### src/rtl/core/dtrm_pkg.sv
// Package with the shared types, constants and tile span function of the dirty tile marker.
`timescale 1ns / 1ps
package dtrm_pkg;

  localparam int TILE_SHIFT      = 4;
  localparam int MAP_MAX_COLS    = 25;
  localparam int MAP_MAX_ROWS    = 15;
  localparam int DEF_SCREEN_COLS = 400;
  localparam int DEF_SCREEN_ROWS = 240;

  localparam int IN_DATA_W  = 72;
  localparam int IN_USER_W  = 2;
  localparam int OUT_DATA_W = 32;
  localparam int ROW_IDX_W  = 4;
  localparam int SPAN_W     = 5;

  typedef enum logic [1:0] {
    ACT_CLEAR = 2'd0,
    ACT_MARK  = 2'd1,
    ACT_READ  = 2'd2,
    ACT_NONE  = 2'd3
  } action_t;

  typedef struct packed {
    logic              hit;
    logic [SPAN_W-1:0] lo;
    logic [SPAN_W-1:0] hi;
  } span_t;

  // Floors the start and ceils the end to tiles, then clamps to [0, lim).
  function automatic span_t axis_span(input logic signed [15:0] start,
                                      input logic [15:0] len,
                                      input logic [SPAN_W-1:0] lim);
    logic signed [17:0] end_px;
    logic signed [17:0] end_up;
    logic signed [11:0] a;
    logic signed [13:0] b;
    logic signed [11:0] lim_a;
    logic signed [13:0] lim_b;
    span_t              s;
    end_px = {{2{start[15]}}, start} + $signed({2'b00, len});
    end_up = end_px + 18'sd15;
    a      = 12'(start >>> TILE_SHIFT);
    b      = 14'(end_up >>> TILE_SHIFT);
    lim_a  = $signed({7'd0, lim});
    lim_b  = $signed({9'd0, lim});
    s.hit  = (a < lim_a) && (b > 14'sd0);
    s.lo   = a[11] ? '0 : a[SPAN_W-1:0];
    s.hi   = (b > lim_b) ? lim : b[SPAN_W-1:0];
    return s;
  endfunction

endpackage

### src/rtl/core/dirty_tile_rectangle_marker_top.sv
// Dirty tile map: clears, marks rectangles by tile and reads back one tile row per word.
//
//   channel | direction | tdata fields (low bit up)                          | tuser
//   in_     | input     | left_x, top_y, rect_width, rect_height, read_row   | action
//   out_    | output    | touched_screen, row_bits                           | none
//
// Each word passes an input register, then the span, mask and map update logic feeding
// the result register. One word per cycle while a stalled result does not hold the pipeline.
// rst_n clears the tile map and both valid flags.
// A stalled result holds the pipeline; in_tready falls only when both stages are full
// and out_tready is low.
`timescale 1ns / 1ps
module dirty_tile_rectangle_marker_top
  import dtrm_pkg::*;
#(
  parameter int SCREEN_COLUMNS = DEF_SCREEN_COLS,
  parameter int SCREEN_ROWS    = DEF_SCREEN_ROWS
) (
  input  logic                  clk,
  input  logic                  rst_n,
  input  logic                  in_tvalid,
  output logic                  in_tready,
  // left_x[15:0], top_y[31:16], rect_width[47:32], rect_height[63:48], read_row[67:64]
  input  logic [IN_DATA_W-1:0]  in_tdata,
  // action[1:0]
  input  logic [IN_USER_W-1:0]  in_tuser,
  output logic                  out_tvalid,
  input  logic                  out_tready,
  // touched_screen[0], row_bits[25:1]
  output logic [OUT_DATA_W-1:0] out_tdata
);

  localparam int TILE_COLS = (SCREEN_COLUMNS / 16 < MAP_MAX_COLS) ?
                             SCREEN_COLUMNS / 16 : MAP_MAX_COLS;
  localparam int TILE_ROWS = (SCREEN_ROWS / 16 < MAP_MAX_ROWS) ?
                             SCREEN_ROWS / 16 : MAP_MAX_ROWS;
  localparam logic [SPAN_W-1:0] COLS_LIM = SPAN_W'(TILE_COLS);
  localparam logic [SPAN_W-1:0] ROWS_LIM = SPAN_W'(TILE_ROWS);

  logic                   s1_valid_r;
  action_t                s1_action_r;
  logic signed [15:0]     s1_x_r;
  logic signed [15:0]     s1_y_r;
  logic [15:0]            s1_w_r;
  logic [15:0]            s1_h_r;
  logic [ROW_IDX_W-1:0]   s1_row_r;
  logic                   s1_fire;

  logic                   out_valid_r;
  logic                   out_touched_r;
  logic                   out_touched_nxt;
  logic [MAP_MAX_COLS-1:0] out_bits_r;
  logic [MAP_MAX_COLS-1:0] out_bits_nxt;
  logic                   out_free;

  logic [MAP_MAX_COLS-1:0] map_r   [MAP_MAX_ROWS];
  logic [MAP_MAX_COLS-1:0] map_nxt [MAP_MAX_ROWS];

  span_t                   xs;
  span_t                   ys;
  logic                    hit;
  logic [MAP_MAX_COLS-1:0] col_mask;
  logic [MAP_MAX_ROWS-1:0] row_sel;
  logic [MAP_MAX_COLS-1:0] map_or;

  assign out_free  = !out_valid_r || out_tready;
  assign s1_fire   = s1_valid_r && out_free;
  assign in_tready = !s1_valid_r || out_free;

  always_ff @(posedge clk) begin
    if (!rst_n) begin
      s1_valid_r <= 1'b0;
    end else if (in_tready) begin
      s1_valid_r <= in_tvalid;
    end
  end

  always_ff @(posedge clk) begin
    if (in_tready && in_tvalid) begin
      s1_action_r <= action_t'(in_tuser);
      s1_x_r      <= $signed(in_tdata[15:0]);
      s1_y_r      <= $signed(in_tdata[31:16]);
      s1_w_r      <= in_tdata[47:32];
      s1_h_r      <= in_tdata[63:48];
      s1_row_r    <= in_tdata[67:64];
    end
  end

  always_comb begin
    xs  = axis_span(s1_x_r, s1_w_r, COLS_LIM);
    ys  = axis_span(s1_y_r, s1_h_r, ROWS_LIM);
    hit = xs.hit && ys.hit;
    for (int c = 0; c < MAP_MAX_COLS; c++) begin
      col_mask[c] = (SPAN_W'(c) >= xs.lo) && (SPAN_W'(c) < xs.hi);
    end
    for (int r = 0; r < MAP_MAX_ROWS; r++) begin
      row_sel[r] = (SPAN_W'(r) >= ys.lo) && (SPAN_W'(r) < ys.hi);
    end
  end

  always_comb begin
    out_touched_nxt = 1'b0;
    out_bits_nxt    = '0;
    for (int r = 0; r < MAP_MAX_ROWS; r++) begin
      map_nxt[r] = map_r[r];
    end
    case (s1_action_r)
      ACT_CLEAR: begin
        for (int r = 0; r < MAP_MAX_ROWS; r++) begin
          map_nxt[r] = '0;
        end
      end
      ACT_MARK: begin
        out_touched_nxt = hit;
        for (int r = 0; r < MAP_MAX_ROWS; r++) begin
          if (hit && row_sel[r]) begin
            map_nxt[r] = map_r[r] | col_mask;
          end
        end
      end
      ACT_READ: begin
        if ({1'b0, s1_row_r} < ROWS_LIM) begin
          out_bits_nxt = map_r[s1_row_r];
        end
      end
      default: begin
        out_touched_nxt = 1'b0;
      end
    endcase
  end

  always_ff @(posedge clk) begin
    if (!rst_n) begin
      for (int r = 0; r < MAP_MAX_ROWS; r++) begin
        map_r[r] <= '0;
      end
    end else if (s1_fire) begin
      for (int r = 0; r < MAP_MAX_ROWS; r++) begin
        map_r[r] <= map_nxt[r];
      end
    end
  end

  always_ff @(posedge clk) begin
    if (!rst_n) begin
      out_valid_r <= 1'b0;
    end else if (out_free) begin
      out_valid_r <= s1_valid_r;
    end
  end

  always_ff @(posedge clk) begin
    if (s1_fire) begin
      out_touched_r <= out_touched_nxt;
      out_bits_r    <= out_bits_nxt;
    end
  end

  assign out_tvalid = out_valid_r;
  assign out_tdata  = {(OUT_DATA_W - MAP_MAX_COLS - 1)'(0), out_bits_r, out_touched_r};

  always_comb begin
    map_or = '0;
    for (int r = 0; r < MAP_MAX_ROWS; r++) begin
      map_or = map_or | map_r[r];
    end
  end

  a_clear_empties : assert property (@(posedge clk) disable iff (!rst_n)
    s1_fire && s1_action_r == ACT_CLEAR |=> map_or == '0)
    else $error("tile map not empty after a clear");

  a_touch_mark_only : assert property (@(posedge clk) disable iff (!rst_n)
    s1_fire && s1_action_r != ACT_MARK |=> !out_touched_r)
    else $error("touched_screen set for a word that is not a mark");

  a_bits_read_only : assert property (@(posedge clk) disable iff (!rst_n)
    s1_fire && s1_action_r != ACT_READ |=> out_bits_r == '0)
    else $error("row_bits set for a word that is not a read");

  a_cols_in_screen : assert property (@(posedge clk) disable iff (!rst_n)
    (map_or >> TILE_COLS) == '0)
    else $error("tile marked beyond the last screen column");

  a_ready_when_free : assert property (@(posedge clk) disable iff (!rst_n)
    !out_valid_r |-> in_tready)
    else $error("input stalled while the result register is empty");

endmodule
### config.mk
export PLATFORM = sky130hd
export DESIGN_NAME = dirty_tile_rectangle_marker_top
export DESIGN_NICKNAME = d
export VERILOG_FILES = /design/src/rtl/core/dtrm_pkg.sv /design/src/rtl/core/dirty_tile_rectangle_marker_top.sv
export SDC_FILE = /design/constraint.sdc
export NUM_CORES = 1
export LEC_CHECK = 0
export ABC_AREA = 1
export BUFFER_PORTS_ARGS = -buffer_cell sky130_fd_sc_hd__buf_2
export CAP_MARGIN = 15
export CORE_UTILIZATION = 60
export CTS_CLUSTER_DIAMETER = 60
export DETAILED_ROUTE_END_ITERATION = 6
export HOLD_SLACK_MARGIN = 0.08
export PLACE_DENSITY = 0.9
export SYNTH_ARGS = -nofsm -noshare
export SYNTH_HDL_FRONTEND = slang
export SYNTH_SLANG_ARGS = --single-unit
### constraint.sdc
create_clock -name clk -period 11.75 [get_ports clk]
set_clock_uncertainty 0.2 [all_clocks]
set_input_delay 0 -clock clk [delete_from_list [all_inputs] [get_ports clk]]
set_output_delay 0 -clock clk [all_outputs]
set_load 0.05 [all_outputs]
==> results.py <==
metrics = {
    "outcome": {
        "status": "finished, violations left",
        "violations": "DRC",
    },
    "critical_path": {
        "endpoint_kind": "flop",
        "worstPathRequired_ns": 11.75,
        "crit_fanout": 25,
        "worstSetupPathType": "flop to flop",
        "worstRegToRegCells": 21,
        "crit_path_start_kind": "flop",
        "critPathArrivalTime_ns": 4.92,
    },
    "place": {
        "portBuffers": 101,
        "routabilityCongestion": 0.898,
        "dp_hpwl_um": 39700,
        "dp_cells": 3171,
    },
    "detailed_routing": {
        "drt_pre_antenna_iters": 7,
        "drtIter0Drc": 2784,
        "vias": 21025,
        "viasPerCell": 6.16,
        "detail_route.wl_per_cell_um": 20.9,
        "routed_wl_um": 71400,
        "drc": 4,
        "ant_nets": 0,
    },
    "grt": {
        "antenna_found_initial": 3,
        "grt_pass1_wl_um": 111000,
        "track_usage": 0.338,
        "globalRouteOverflowTotal": 0,
        "grt_pass1_vias": 21173,
        "grt_max_degree": 190,
    },
    "clock_network": {
        "htreeDepth": 2,
        "cts_made_buffers": 50,
        "cts_root_buf": "clkbuf_16",
        "clk_pin_slew_worst_paths_ns": 0.06,
        "clkLatencyLatePin_ns": 0.61,
        "ctsResizeCount": 0,
        "hold_buffers": 147,
        "clkSinkCount": 473,
        "post_cts_buffers": 0,
        "cts_buffer_depth": 3,
        "tritoncts": "built",
    },
    "pwr": {
        "p_leak_nw": 12.0,
        "internal-power_mw": 3.05,
        "ir_drop_mv": 0.150,
        "pwr-share-seq": 0.466,
        "p_sw_mw": 1.31,
        "power_frac_comb": 0.184,
        "p_sw_frac": 0.301,
        "powerDensity_mw_per_mm2": 150,
        "clock_power_share": 0.350,
        "p_total_mw": 4.36,
    },
    "synthesis": {
        "synth_warnings": 0,
        "synth.area.top_cells": "edfxtp_1 (56%), a21oi_1 (11%), inv_1 (7.3%)",
        "yosysSeqAreaShare": 0.563,
        "synth_edf_count": 471,
        "synth.avg_cell_area_um2": 9.47,
        "ys_async_sr_fraction": 0,
        "ys_seq_elements": 473,
        "synth-main-ff-cell": "edfxtp_1",
        "synth_area_mm2": 0.0252,
        "synth_cells": 2659,
        "yosysUniqueCellTypes": 51,
        "yosysTopAreaCellShare": 0.562,
        "synth_top_area_cell": "edfxtp_1",
    },
    "sta": {
        "worst_pin_slew_ns": 1.26,
        "relSlewSlack": 0.163,
        "fin_crit_sh": 0.419,
        "rsz0062_at_grt": "no",
        "fmax_ghz": 0.203,
        "hold_viol": 0,
        "maxSlewViolCount": 0,
        "fin_crit_ns": 4.92,
        "setup_viol": 0,
        "timing.hold.ws_ns": 0.383,
        "setup_tns_ns": 0,
    },
    "run": {
        "drv_cap": 0,
    },
    "finish": {
        "utilization": 0.708,
        "nets": 2979,
        "stdcell_count": 3411,
        "drive_above_1_share": 0.115,
        "area_growth_pct": 15.5,
    },
    "die": {
        "die_x_um": 207,
        "dieArea_mm2": 0.0428,
        "start_util": 0.613,
        "coreArea_mm2": 0.0411,
        "rows": 74,
        "die_h_um": 207,
        "io_pins": 112,
    },
    "min_path": {
        "min_path_cells": 2,
        "hold_path_class": "flop to flop",
    },
}
==> power groups by stage <==
stage                     Combinational, mW  Sequential, mW  Clock, mW
final                                 0.801            2.03       1.53
after global routing                  0.864            2.04       1.59
after CTS                             0.764            2.03       1.51
after detailed placement              0.720            2.06          0
after global placement                0.694            2.06          0
after floorplan                       0.519            2.07          0
==> placed cells by master, fill, tap and decap left out, types with 18 or more instances in the layout <==
master	n
nor2_1	148
inv_1	488
edfxtp_1	471
a21oi_4	27
buf_4	27
a21oi_2	42
a21oi_1	560
dlygate4sd3_1	147
clkbuf_1	18
nor3_1	27
ha_1	60
buf_2	101
nand2_1	239
o21ai_0	164
clkbuf_16	50
o211ai_1	18
nand3_1	100
nand2_2	20
==> Yosys cell counts (all sizes together) (8+ instances only) <==
cell,instances
a211oi,9
a21oi,629
a221oi,15
a311oi,10
buf,44
clkbuf,100
dlygate4sd3,8
edfxtp,471
ha,60
inv,508
nand2,262
nand3,109
nand4,9
nor2,153
nor3,27
o211ai,19
o21ai,175
o22ai,11
==> area by class of cell <==
| cell class | count | area, um2 |
|---|---|---|
| Tap cell | 532 | 666 |
| Fill cell | 2755 | 12000 |
| Antenna cell | 3 | 7.51 |
| Timing Repair Buffer | 279 | 2270 |
| Clock buffer | 70 | 1350 |
| Inverter | 511 | 1930 |
| Multi-Input combinational cell | 1526 | 8510 |
| Sequential cell | 473 | 14200 |
| Clock inverter | 17 | 186 |
==> registers in the layout, indices dropped and copies added, names as in the netlist <==
signal / cells
map_r: 375
out_bits_r: 25
s1_h_r: 16
s1_w_r: 16
s1_x_r: 16
s1_y_r: 16
s1_row_r: 4
s1_action_r: 2
out_touched_r: 1
out_tvalid: 1
s1_valid_r: 1
==> through the flow <==
step | setup slack (ns) | instance area [um2]
after floorplan | 7.10 | 25200
after global placement | 6.88 | 26000
after detailed placement | 6.89 | 26000
after CTS | 6.84 | 29000
after global routing | 6.47 | 29100
final | 6.83 | 29100
==> critical path: stages, from the launching register on <==
cell	delay, ns
edfxtp_1	0.48
ha_1	0.34
ha_1	0.39
nand2_1	0.11
nand2_1	0.10
inv_2	0.06
nand2_1	0.07
inv_2	0.07
nand2_2	0.07
nand2_2	0.09
nand2_2	0.07
nand2_1	0.09
nand3_1	0.15
o21ai_0	0.20
nand2_1	0.07
nor2_1	0.12
nand2_1	0.11
nor2_1	0.25
nand2_1	0.17
a21oi_1	0.20
nand2_1	0.12
a21oi_4	0.98
==> layer usage <==
metal | up-vias | track usage | part of all wire
li1 | 9456 | - | -
met1 | 9752 | 0.406 | 0.35
met2 | 1450 | 0.570 | 0.48
met3 | 367 | 0.0661 | 0.11
met4 | 0 | 0.190 | 0.056
met5 | - | 0 | 0
==> kinds of logic after synthesis <==
logic type / count (synthesis) / synth area share
AOI/OAI and AO/OA: 881 / 0.197
other: 1 / 0.000149
xor gates and xnor gates: 4 / 0.00139
buffers and inverters: 665 / 0.107
adders and majority gates: 60 / 0.0298
and+or+nand+nor: 575 / 0.102
DFF: 473 / 0.563
==> worst paths after layout <==
path / from / endpoint / slack (ns)
setup reg to reg: s1_x_r[6]$_DFFE_PP_ / map_r[13][6]$_SDFFCE_PN0P_ / 6.83
hold / removal: map_r[10][20]$_SDFFCE_PN0P_ / map_r[10][20]$_SDFFCE_PN0P_ / 0.38
setup / recovery: s1_x_r[6]$_DFFE_PP_ / map_r[13][6]$_SDFFCE_PN0P_ / 6.83
hold reg to reg: map_r[10][20]$_SDFFCE_PN0P_ / map_r[10][20]$_SDFFCE_PN0P_ / 0.38
Power figures use the tool's default switching activity.
